File: config.mk
export PLATFORM = sky130hd
export DESIGN_NAME = ordered_array_table_engine_unit
export DESIGN_NICKNAME = d
export VERILOG_FILES = /design/src/rtl/core/oate_pkg.sv /design/src/rtl/core/ordered_array_table_engine_unit.sv
export VERILOG_INCLUDE_DIRS = /design/src /design/src/rtl/core
export SDC_FILE = /design/constraint.sdc
export NUM_CORES = 2
export LEC_CHECK = 0
export ABC_AREA = 1
export BUFFER_PORTS_ARGS = -buffer_cell sky130_fd_sc_hd__buf_2
export CAP_MARGIN = 20
export CORE_UTILIZATION = 35
export CTS_CLUSTER_SIZE = 28
export DETAILED_ROUTE_END_ITERATION = 8
export PLACE_DENSITY = 0.59
export SLEW_MARGIN = 0
export SYNTH_ARGS = -nofsm -noshare
export SYNTH_HDL_FRONTEND = slang
export SYNTH_SLANG_ARGS = --single-unit
File: constraint.sdc
create_clock -name clock -period 18.62 [get_ports clock]
set_input_delay 5.586 -clock clock [delete_from_list [all_inputs] [get_ports clock]]
set_output_delay 5.586 -clock clock [all_outputs]
set_load 0.05 [all_outputs]
File: src/rtl/core/ordered_array_table_engine_unit_defines.svh
// Assertion macros for the ordered array table engine
`ifndef ORDERED_ARRAY_TABLE_ENGINE_UNIT_DEFINES_SVH
`define ORDERED_ARRAY_TABLE_ENGINE_UNIT_DEFINES_SVH

// property that must hold whenever reset is low
`define OATE_ASSERT(label, clk, rst, prop, msg) \
   label: assert property (@(posedge clk) disable iff (rst) (prop)) else $error(msg);

// implication whose consequent is checked in the cycle after the antecedent
`define OATE_ASSERT_NEXT(label, clk, rst, ante, cons, msg) \
   label: assert property (@(posedge clk) disable iff (rst) (ante) |=> (cons)) \
      else $error(msg);

`endif

File: src/rtl/core/oate_pkg.sv
// ----------------------------------------------------------------------------
// oate_pkg
// Types and constants shared by the ordered array table engine.
// ----------------------------------------------------------------------------
`timescale 1ns / 1ps
`default_nettype none
package oate_pkg;
   localparam int DEPTH_DEF = 64;
   localparam int CAP_W     = 7;
   localparam int WORD_W    = 32;
   localparam int TOTAL_W   = 39;
   localparam int IDX_W     = 6;

   localparam logic [2:0] MODE_APPEND = 3'd0;
   localparam logic [2:0] MODE_INSERT = 3'd1;
   localparam logic [2:0] MODE_DELETE = 3'd2;
   localparam logic [2:0] MODE_LSRCH  = 3'd3;
   localparam logic [2:0] MODE_BSRCH  = 3'd4;
   localparam logic [2:0] MODE_STATS  = 3'd5;

   localparam logic signed [WORD_W-1:0] INT_MIN = 32'sh8000_0000;
   localparam logic signed [WORD_W-1:0] INT_MAX = 32'sh7FFF_FFFF;

   typedef enum logic [3:0] {
      ST_IDLE,
      ST_INS_RD,
      ST_INS_WR,
      ST_DEL_RD,
      ST_DEL_WR,
      ST_LS,
      ST_BS_RD,
      ST_BS_CMP,
      ST_STAT,
      ST_DIV,
      ST_OUT
   } state_type;

   // result payload, tdata packing order highest first
   typedef struct packed {
      logic [CAP_W-1:0]          fill_count;
      logic signed [WORD_W-1:0]  smallest;
      logic signed [WORD_W-1:0]  largest;
      logic signed [WORD_W-1:0]  average;
      logic signed [TOTAL_W-1:0] total;
      logic signed [WORD_W-1:0]  removed_value;
      logic [IDX_W-1:0]          found_index;
      logic                      ok;
   } result_type;
endpackage
`default_nettype wire

File: src/rtl/core/ordered_array_table_engine_unit.sv
// ----------------------------------------------------------------------------
// ordered_array_table_engine_unit
// Packed word store with append, insert, delete, searches and statistics.
// ----------------------------------------------------------------------------
// One transaction at a time. Words live in a single-port-write, registered-read
// memory of DEPTH entries; every walk touches one entry per cycle unless a linear
// search is held by a stalled result. Statistics ends with a restoring division
// for the average. Linear search returns one result per match, the last flagged
// with tlast, or a single miss result when nothing matches. Results wait in an
// output register; the next transaction is taken once the current one is
// delivered.
`timescale 1ns / 1ps
`default_nettype none
module ordered_array_table_engine_unit #(
   parameter int DEPTH = oate_pkg::DEPTH_DEF
) (
   input  wire logic                 clock,
   input  wire logic                 reset,
   input  wire logic                 csr_we,
   input  wire logic [6:0]           csr_wdata,
   input  wire logic                 req_tvalid,
   output logic                      req_tready,
   // mode[2:0], position[9:3], data[41:10], zero fill to 48
   input  wire logic [47:0]          req_tdata,
   output logic                      rsp_tvalid,
   input  wire logic                 rsp_tready,
   // ok[0], found_index[6:1], removed_value[38:7], total[77:39],
   // average[109:78], largest[141:110], smallest[173:142], fill_count[180:174]
   output logic [183:0]              rsp_tdata,
   output logic                      rsp_tlast
);
   import oate_pkg::*;
   localparam int AW = $clog2(DEPTH);
   localparam int CW = $clog2(DEPTH + 1);

   logic signed [WORD_W-1:0] mem [DEPTH];
   logic [AW-1:0]            raddr, waddr;
   logic                     we;
   logic signed [WORD_W-1:0] wdata, rdata_ff;

   always_ff @(posedge clock) begin
      if (we) mem[waddr] <= wdata;
      rdata_ff <= mem[raddr];
   end

   state_type state_ff, state_in;
   logic [6:0]  cap_ff;
   logic [CW-1:0] count_ff, count_in;
   logic [2:0]  mode_ff, mode_in;
   logic [6:0]  pos_ff, pos_in;
   logic signed [WORD_W-1:0] key_ff, key_in, hold_ff, hold_in;
   logic [CW:0] i_ff, i_in;               // walk index
   logic signed [CW:0] lo_ff, lo_in, hi_ff, hi_in;
   logic [AW-1:0] mid_ff, mid_in;
   logic signed [TOTAL_W-1:0] sum_ff, sum_in;
   logic signed [WORD_W-1:0] big_ff, big_in, sml_ff, sml_in;
   logic [5:0]  dcnt_ff, dcnt_in;
   logic [TOTAL_W-1:0] quo_ff, quo_in, rem_ff, rem_in;
   logic        neg_ff, neg_in, any_ff, any_in, pend_ff, pend_in;
   logic [AW-1:0] pidx_ff, pidx_in;       // held match in linear search
   result_type res_ff, res_in;
   logic        ov_ff, ov_in, olast_ff, olast_in;

   logic [CW-1:0] cap_eff;
   logic          fits;
   logic [TOTAL_W-1:0] mag, trial;
   logic [TOTAL_W:0]   rsh;
   result_type r0;

   always_ff @(posedge clock) begin
      if (reset) cap_ff <= 7'd64;
      else if (csr_we) cap_ff <= csr_wdata;
   end

   always_ff @(posedge clock) begin
      if (reset) begin
         state_ff <= ST_IDLE;
         count_ff <= '0;
         ov_ff    <= 1'b0;
      end else begin
         state_ff <= state_in;
         count_ff <= count_in;
         ov_ff    <= ov_in;
      end
      mode_ff <= mode_in; pos_ff <= pos_in; key_ff <= key_in; hold_ff <= hold_in;
      i_ff <= i_in; lo_ff <= lo_in; hi_ff <= hi_in; mid_ff <= mid_in;
      sum_ff <= sum_in; big_ff <= big_in; sml_ff <= sml_in; dcnt_ff <= dcnt_in;
      quo_ff <= quo_in; rem_ff <= rem_in; neg_ff <= neg_in; any_ff <= any_in;
      pend_ff <= pend_in; pidx_ff <= pidx_in; res_ff <= res_in; olast_ff <= olast_in;
   end

   assign rsp_tvalid = ov_ff;
   assign rsp_tdata  = {3'b000, res_ff};
   assign rsp_tlast  = olast_ff;
   assign req_tready = (state_ff == ST_IDLE) && !ov_ff;

   always_comb begin
      cap_eff = (cap_ff > 7'(DEPTH)) ? CW'(DEPTH) : CW'(cap_ff);
      fits    = count_ff < cap_eff;
      mag     = sum_ff[TOTAL_W-1] ? TOTAL_W'(-sum_ff) : TOTAL_W'(sum_ff);
      rsh     = {rem_ff, quo_ff[TOTAL_W-1]};
      trial   = rsh[TOTAL_W-1:0] - TOTAL_W'(count_ff);
      r0      = '0;
      r0.fill_count = 7'(count_ff);

      state_in = state_ff; count_in = count_ff; mode_in = mode_ff; pos_in = pos_ff;
      key_in = key_ff; hold_in = hold_ff; i_in = i_ff; lo_in = lo_ff; hi_in = hi_ff;
      mid_in = mid_ff; sum_in = sum_ff; big_in = big_ff; sml_in = sml_ff;
      dcnt_in = dcnt_ff; quo_in = quo_ff; rem_in = rem_ff; neg_in = neg_ff;
      any_in = any_ff; pend_in = pend_ff; pidx_in = pidx_ff; res_in = res_ff;
      ov_in = ov_ff; olast_in = olast_ff;
      raddr = '0; waddr = '0; we = 1'b0; wdata = key_ff;

      if (ov_ff && rsp_tready) ov_in = 1'b0;

      unique case (state_ff)
         ST_IDLE: begin
            if (req_tvalid && req_tready) begin
               mode_in = req_tdata[2:0];
               pos_in  = req_tdata[9:3];
               key_in  = req_tdata[41:10];
               wdata   = req_tdata[41:10];
               res_in  = r0;
               olast_in = 1'b1;
               i_in    = '0;
               unique case (req_tdata[2:0])
                  MODE_APPEND: begin
                     if (fits) begin
                        we = 1'b1; waddr = AW'(count_ff);
                        count_in = count_ff + 1'b1;
                        res_in.ok = 1'b1;
                        res_in.fill_count = 7'(count_ff + 1'b1);
                     end
                     ov_in = 1'b1;
                  end
                  MODE_INSERT: begin
                     if (fits && req_tdata[9:3] <= 7'(count_ff)) begin
                        i_in = (CW+1)'(count_ff);
                        state_in = ST_INS_RD;
                     end else ov_in = 1'b1;
                  end
                  MODE_DELETE: begin
                     if (req_tdata[9:3] < 7'(count_ff)) begin
                        i_in = (CW+1)'(req_tdata[9:3]);
                        raddr = AW'(req_tdata[9:3]);
                        state_in = ST_DEL_RD;
                     end else ov_in = 1'b1;
                  end
                  MODE_LSRCH: begin
                     any_in = 1'b0; pend_in = 1'b0;
                     raddr = '0;
                     if (count_ff == '0) ov_in = 1'b1;
                     else state_in = ST_LS;
                  end
                  MODE_BSRCH: begin
                     lo_in = '0;
                     hi_in = (CW+1)'(count_ff) - 1'b1;
                     if (count_ff == '0) ov_in = 1'b1;
                     else state_in = ST_BS_RD;
                  end
                  MODE_STATS: begin
                     sum_in = '0; big_in = INT_MIN; sml_in = INT_MAX;
                     raddr = '0;
                     if (count_ff == '0) begin
                        res_in.ok = 1'b1;
                        res_in.largest = INT_MIN;
                        res_in.smallest = INT_MAX;
                        ov_in = 1'b1;
                     end else state_in = ST_STAT;
                  end
                  default: ov_in = 1'b1;
               endcase
            end
         end
         // insert: move i-1 to i while i > pos, then write key at pos
         ST_INS_RD: begin
            if (i_ff > (CW+1)'(pos_ff)) begin
               raddr = AW'(i_ff - 1'b1);
               state_in = ST_INS_WR;
            end else begin
               we = 1'b1; waddr = AW'(pos_ff); wdata = key_ff;
               count_in = count_ff + 1'b1;
               res_in.ok = 1'b1;
               res_in.fill_count = 7'(count_ff + 1'b1);
               ov_in = 1'b1;
               state_in = ST_IDLE;
            end
         end
         ST_INS_WR: begin
            we = 1'b1; waddr = AW'(i_ff); wdata = rdata_ff;
            i_in = i_ff - 1'b1;
            state_in = ST_INS_RD;
         end
         // delete: first read gives removed word, then move i+1 down to i
         ST_DEL_RD: begin
            if (i_ff == (CW+1)'(pos_ff)) hold_in = rdata_ff;
            if (i_ff + 1'b1 < (CW+1)'(count_ff)) begin
               raddr = AW'(i_ff + 1'b1);
               state_in = ST_DEL_WR;
            end else begin
               we = 1'b1; waddr = AW'(count_ff - 1'b1); wdata = '0;
               count_in = count_ff - 1'b1;
               res_in.ok = 1'b1;
               res_in.removed_value = (i_ff == (CW+1)'(pos_ff)) ? rdata_ff : hold_ff;
               res_in.fill_count = 7'(count_ff - 1'b1);
               ov_in = 1'b1;
               state_in = ST_IDLE;
            end
         end
         ST_DEL_WR: begin
            we = 1'b1; waddr = AW'(i_ff); wdata = rdata_ff;
            i_in = i_ff + 1'b1;
            state_in = ST_DEL_RD;
         end
         // linear search: one match held back so the final one carries last
         ST_LS: begin
            if (!(ov_ff && !rsp_tready) || !(pend_ff && rdata_ff == key_ff)) begin
               if (rdata_ff == key_ff) begin
                  if (pend_ff) begin
                     res_in = r0; res_in.ok = 1'b1; res_in.found_index = IDX_W'(pidx_ff);
                     olast_in = 1'b0; ov_in = 1'b1;
                  end
                  pend_in = 1'b1; any_in = 1'b1; pidx_in = AW'(i_ff);
               end
               if (i_ff + 1'b1 < (CW+1)'(count_ff)) begin
                  i_in = i_ff + 1'b1;
                  raddr = AW'(i_ff + 1'b1);
               end else state_in = ST_OUT;
            end else raddr = AW'(i_ff);
         end
         ST_OUT: begin
            if (!ov_ff || rsp_tready) begin
               res_in = r0; olast_in = 1'b1; ov_in = 1'b1;
               if (pend_ff) begin
                  res_in.ok = 1'b1; res_in.found_index = IDX_W'(pidx_ff);
               end
               state_in = ST_IDLE;
            end
         end
         ST_BS_RD: begin
            if (lo_ff <= hi_ff) begin
               mid_in = AW'((lo_ff + hi_ff) >>> 1);
               raddr  = AW'((lo_ff + hi_ff) >>> 1);
               state_in = ST_BS_CMP;
            end else begin
               ov_in = 1'b1; state_in = ST_IDLE;
            end
         end
         ST_BS_CMP: begin
            if (rdata_ff == key_ff) begin
               res_in.ok = 1'b1; res_in.found_index = IDX_W'(mid_ff);
               ov_in = 1'b1; state_in = ST_IDLE;
            end else begin
               if (rdata_ff < key_ff) lo_in = (CW+1)'(mid_ff) + 1'b1;
               else hi_in = (CW+1)'(mid_ff) - 1'b1;
               state_in = ST_BS_RD;
            end
         end
         ST_STAT: begin
            sum_in = sum_ff + TOTAL_W'(rdata_ff);
            if (rdata_ff > big_ff) big_in = rdata_ff;
            if (rdata_ff < sml_ff) sml_in = rdata_ff;
            if (i_ff + 1'b1 < (CW+1)'(count_ff)) begin
               i_in = i_ff + 1'b1;
               raddr = AW'(i_ff + 1'b1);
            end else begin
               state_in = ST_DIV;
               dcnt_in = '0;
            end
         end
         // restoring division of |sum| by count, one quotient bit a cycle
         ST_DIV: begin
            if (dcnt_ff == '0) begin
               neg_in = sum_ff[TOTAL_W-1];
               quo_in = mag; rem_in = '0;
               dcnt_in = 6'd1;
            end else if (dcnt_ff <= 6'(TOTAL_W)) begin
               if (rsh >= (TOTAL_W+1)'(count_ff)) begin
                  rem_in = trial;
                  quo_in = {quo_ff[TOTAL_W-2:0], 1'b1};
               end else begin
                  rem_in = rsh[TOTAL_W-1:0];
                  quo_in = {quo_ff[TOTAL_W-2:0], 1'b0};
               end
               dcnt_in = dcnt_ff + 1'b1;
            end else begin
               res_in.ok = 1'b1;
               res_in.total = sum_ff;
               res_in.average = neg_ff ? -WORD_W'(quo_ff) : WORD_W'(quo_ff);
               res_in.largest = big_ff;
               res_in.smallest = sml_ff;
               ov_in = 1'b1; state_in = ST_IDLE;
            end
         end
         default: state_in = ST_IDLE;
      endcase
   end

`include "ordered_array_table_engine_unit_defines.svh"
   `OATE_ASSERT(a_count_range, clock, reset, count_ff <= CW'(DEPTH), "count above depth")
   `OATE_ASSERT(a_idle_ready, clock, reset,
      !req_tready || (state_ff == ST_IDLE), "ready outside idle")
   `OATE_ASSERT_NEXT(a_out_hold, clock, reset, rsp_tvalid && !rsp_tready,
      rsp_tvalid && $stable(rsp_tdata), "result changed while stalled")
endmodule
`default_nettype wire

== Word-level counts from Yosys, hierarchy flattened ==
Memory sizes are Yosys's and may differ from the RTL's. A register that Yosys moved wholly into a read port is not among the register bits.
Index checks and enable logic that the tools add are counted.
W data, S select, Z words.
Storage, ports and cells
  register bits: 497
  bits in latches: 0
  RAM bits: 2048
  memory bits (read-only): 0
  logic and storage cells: 293
  memories: 1
Memory list
  mem: words 64, bits a word 32, rd ports 1, clocked after Yosys merged registers in 1, write ports 1, RTL line ordered_array_table_engine_unit.sv:36  | logic signed [WORD_W-1:0] mem [DEPTH];
Cells by class
  $add $sub $neg: 13
  multiply operators: 0
  divide/modulo/power cells: 0
  $lt $le $gt $ge: 12
  eq/ne operators: 44
  shift operators: 0
  multiplexer cells: 141
  bitwise gates (word level): 0
  reduce and logical (&&, ||, !) cells: 53
Operator list (count)
  $mux W181: 5
  $pmux W135 S4: 1
  $mux W32: 11
  $mux W39: 7
  $mux W135: 2
  $pmux W32 S2: 2
  $pmux W32 S4: 1
  $mux W63: 2
  $pmux W32 S3: 1
  $mux W6: 15
  $mux W8: 11
  $pmux W39 S2: 1
  $mux W7: 10
  $lt A32 B32 Y1: 2
  $mux W4: 12
  $pmux W6 S4: 2
  $pmux W4 S11: 1
  $ge A40 B7 Y1: 1
  $pmux W8 S5: 1
  $add A39 B32 Y39: 1
  $neg A39 Y39: 1
  $sub A39 B7 Y39: 1
  $mux W1: 37
  $pmux W7 S5: 1
  other kinds (67): 134

== Depth between registers and ports, before layout ==
  depth after elaboration: 9
  gate-level depth with buffers: 25

== Worst setup path after synthesis ==
No wires, ideal clock.
  kind: input to register
  start point: in req_tvalid
  end point: reg res_ff, in the netlist rsp_tdata[100] (enable)
  setup time: 0.674 ns
  data arrival time: 12.982 ns
  path slack: 4.964 ns
  stages on the path: 7
  cells stage by stage: nor3b_4 -> nor2_1 -> nor2_1 -> inv_1 -> nor2_1 -> nand4_1 -> a21oi_1
Between the ends
  cells in the longest elaborated chain, start to end: 3
Ends and longest elaborated chain
  start: declaration: RTL line ordered_array_table_engine_unit.sv:21  | input wire logic req_tvalid,
  $logic_and A1 B1 Y1: RTL line ordered_array_table_engine_unit.sv:118  | if (req_tvalid && req_tready) begin
  $ne A2 B1 Y1 (no source line)
  $reduce_and A8 Y1 (no source line)
  end signal: assignment: RTL line ordered_array_table_engine_unit.sv:89  | pend_ff <= pend_in; pidx_ff <= pidx_in; res_ff <= res_in; olast_ff <= olast_in;
  end: declaration: RTL line ordered_array_table_engine_unit.sv:61  | result_type res_ff, res_in;
No other way between the ends.
A chain may end at the register's enable or synchronous reset.

== Worst setup path in the final report ==
  start point: in req_tvalid
  end point: reg rdata_ff[12] (read register of mem)
Between the ends
  cells in the longest elaborated chain, start to end: 3
Ends and longest elaborated chain
  $logic_and A1 B1 Y1: RTL line ordered_array_table_engine_unit.sv:118
  $mux W6: RTL line ordered_array_table_engine_unit.sv:118
  $pmux W6 S5: RTL line ordered_array_table_engine_unit.sv:116  | unique case (state_ff)
  end: declaration: RTL line ordered_array_table_engine_unit.sv:39  | logic signed [WORD_W-1:0] wdata, rdata_ff;
No other way between the ends.

==> flow_summary_export.csv <==
group,metric,value,unit
run_status,status,"complete, no violations",
place,dp.cells,15600,
cts,clk_latency,0.88,ns
floorplanning,dieArea,346000,um2
synthesis,syn_inst,11300,
worst_setup_path,worstSetupPathType,"in -> reg",
sta,setup_violations,0,
floorplanning,initial_core_util,35.3,%
cts,cts_resized,0,
hold_path,hp-class,"reg -> reg",
final_layout,final_area,135000,um2
hold_path,min_from,"state_ff[2]",
sta,relSlewSlack,23.9,%
cts,cts_root_buf,"clkbuf_16",
sta,rsz0062_at_grt,"false",
worst_setup_path,required,19.35,ns
floorplanning,die_h,588,um
routing,firstDrtPassIters,6,
sta,holdWs,0.493,ns
sta,fmax,94.7,MHz
worst_setup_path,cp-end-kind,"register",
routing,drcViolationCount,0,
hold_path,holdPathStages,2,
global_routing,grt_pass1_vias,77300,
synthesis,synth_area_leader_cell,"edfxtp_1",
place,place_congestion,0.893,
worst_setup_path,critPathLaunchType,"input port",
routing,drtIter0Drc,9340,
place,placed_area,126000,um2
sta,fin_crit_sh,56.7,%
worst_setup_path,crit_chain,"buf_2 > nor3b_4 > buf_4 > nand2_1 > nand4_1 > buf_4 > buf_12 > buf_4 > nand2_1 > nand3_1 > nand3_1 > nand3_1 > nand3_1 > nand3_1 > nand2_1",
cts,cts_hold_buffers,0,
synthesis,yosys-top-cells-area,"edfxtp_1 63%, nand3_1 9.2%, inv_1 5.3%",
cts,cts_setup_buffers,0,
final_layout,layout.cells.non_filler,16100,
global_routing,use_met3,2.79,%
synthesis,synth-edff-count,2525,
sta,maxSlewViolCount,0,
flow_run,cap_violations,0,
routing,wirelength,353,mm
synthesis,async_reset_ff_share,0,%
worst_setup_path,crit_path_frequent_cell,"nand3_1",
sta,period_needed,10.56,ns
final_layout,finish.utilization,39.5,%
worst_setup_path,crit_arrival,11.29,ns
floorplanning,coreArea,341000,um2
worst_setup_path,critPathTopFamily,"buffers and inverters",
final_layout,area_delta_synth_final,12.0,%
cts,clock_sinks,2576,
cts,cts_tree,"yes",
cts,cts_max_level,5,
synthesis,synth_flop_cell,"edfxtp_1",
routing,drt-vias-per-instance,5.17,
routing,wl_per_cell,21.9,um
pwr,ir_drop,0.162,mV
synthesis,synth.distinct_cells,61,
floorplanning,num_io_pins,247,
synthesis,ys_warn_count,0,
floorplanning,die_w,588,um
synthesis,synth_top_area_share,63.0,%
worst_setup_path,rrSetupSlack,11.49,ns
routing,ant_nets,0,
worst_setup_path,critPathSlowestCell,"buf_4",
floorplanning,placementRows,214,
global_routing,grtUsageMet2,30.8,%
synthesis,syn-cell-area,120000,um2
pwr,cellLeakagePower,0.0520,uW
sta,hold_viol_final,0,
worst_setup_path,critical_path_peak_fanout,158,
place,dpl.hpwl,192,mm
global_routing,grtUsageTotal,19.7,%
hold_path,hold_end,"state_ff[2]",
final_layout,nets,11600,
global_routing,antenna_found_initial,4,
worst_setup_path,cp_num_buf_inv,5,
global_routing,grt_use_met1,27.8,%
worst_setup_path,critPathMaxStageDelay,0.84,ns
place,port_buffers,237,
routing,vias,83300,
cts,clockBufferDepth,4,
sta,finClkSkew,0.0625,ns
worst_setup_path,r2r_cells,16,
sta,tightest_slew,1.14,ns
cts,cts_buffers,284,
final_layout,drive_above_1_share,8.40,%
worst_setup_path,r2r_start,"state_ff[1]",
worst_setup_path,r2r_end,"rdata_ff[12]",
global_routing,grt_pass1_wl,512,mm
cts,clk_pin_slew,0.06,ns
worst_setup_path,cp_num_cells,15,
synthesis,ys_ff_latch,2576,
synthesis,synth-seq-area-share,63.9,%
sta,tns,0,ns
global_routing,top_usage_layer,"met2",
synthesis,avgSynthCellArea,10.7,um2
pwr,powerDensity,178,nW/um2
global_routing,grt_overflow,0,
global_routing,grt_max_degree,172,
## power breakdown
group | internal (uW) | switching (uW)
logic | 1990 | 7510
clock network | 3110 | 2270
registers | 8820 | 312
total | 13900 | 10100
## kinds of logic after synthesis
| group | Yosys count | share of synthesized area, % |
|---|---|---|
| DFF | 2576 | 63.9 |
| adders and majority gates | 193 | 2.03 |
| other | 1 | 0.00312 |
| buffers and inverters | 2365 | 8.33 |
| AOI/OAI and AO/OA | 753 | 3.54 |
| xor gates and xnor gates | 79 | 0.575 |
| and+or+nand+nor | 5295 | 21.7 |
## cell type report
cell class / count / area [um2]
sequential: 2576 / 76800
clock buffer: 364 / 7800
tap: 4536 / 5680
fill: 32500 / 206000
timing repair buffer: 448 / 2970
antenna: 3 / 7.51
inverter: 1716 / 6460
multi-input combinational: 6323 / 34100
clock inverter: 132 / 938
## worst max-delay path by stage
stage / from / slack (ns) / endpoint
3_3_place_gp: req_tvalid / 7.49 / rdata_ff[12]
4_1_cts: req_tvalid / 8.36 / rdata_ff[12]
5_1_grt: req_tvalid / 7.88 / rdata_ff[12]
3_5_place_dp: req_tvalid / 7.47 / rdata_ff[12]
2_1_floorplan: req_tvalid / 4.96 / rsp_tdata[100]
6_report: req_tvalid / 8.06 / rdata_ff[12]
## Yosys cell counts (all sizes together), types with 3 or more instances
cell	number
a22oi	4
o2111ai	4
and3	10
clkbuf	117
nand2	1623
o211ai	71
clkinv	5
nor4	18
a31o	3
nor2	517
inv	1711
nand3	2231
xnor2	13
nand3b	789
buf	532
a21oi	245
a2111oi	3
o21ai	325
o21bai	5
a221oi	3
a31oi	17
nor3	56
o311ai	3
dfxtp	51
a211oi	13
o21a	18
a21o	8
edfxtp	2525
nand4	42
o22ai	4
o221ai	6
xor2	66
fa	3
ha	190
o31ai	11
nor3b	4
a32o	4
## per-layer routing
metal | routed length [um] | share of wire, % | vias up
li1 | - | - | 38900
met1 | 152000 | 43 | 40400
met2 | 159000 | 45 | 3444
met3 | 29400 | 8.3 | 511
met4 | 12600 | 3.6 | 0
met5 | 0 | 0 | -
## stage by stage
step	total power, uW	setup slack (ns)
floorplan	15100	4.96
detailed placement	18600	7.47
CTS	24000	8.36
global placement	18500	7.49
global route	25000	7.88
finish	24000	8.06
## cell usage in the layout (no fill, tap or decap), types with 14 or more instances in the layout
cell type	netlist	final
o21ai_0	321	320
a31oi_1	17	17
nor2_4	5	73
edfxtp_1	2525	2525
inv_6	0	14
nand4_1	41	41
nor3_1	53	53
clkbuf_16	0	297
clkinv_2	1	43
o211ai_1	71	71
nor4_1	18	18
xor2_1	66	66
nor2_1	506	437
nand3b_1	789	789
o21a_1	18	18
inv_1	1698	1696
dfxtp_1	51	51
clkinv_1	4	62
a21oi_1	244	239
buf_2	394	237
ha_1	190	190
buf_4	23	196
clkbuf_1	117	55
nand2_1	1615	1614
nand3_1	2218	2218
## sequential cells by signal, summed over array words and instances, names as in the netlist
| name | cells |
|---|---|
| rsp_tvalid | 1 |
| rsp_tlast | 1 |
| lo_ff | 7 |
| i_ff | 8 |
| sml_ff | 32 |
| pos_ff | 7 |
| dcnt_ff | 6 |
| rdata_ff | 32 |
| sum_ff | 39 |
| hi_ff | 8 |
| mid_ff | 6 |
| big_ff | 32 |
| mem | 2048 |
| neg_ff | 1 |
| key_ff | 32 |
| count_ff | 7 |
| rem_ff | 39 |
| pidx_ff | 6 |
| quo_ff | 39 |
| rsp_tdata | 181 |
| pend_ff | 1 |
| cap_ff | 7 |
| hold_ff | 32 |
| state_ff | 4 |
## tightest hold or removal path, delay by kind of cell (launching register included)
kind                   cells  cell delay (ns)
buffers and inverters      1             0.06
flip-flops                 1             0.33
AO/OA/AOI/OAI              1             0.05
Power figures use the tool's default switching activity.
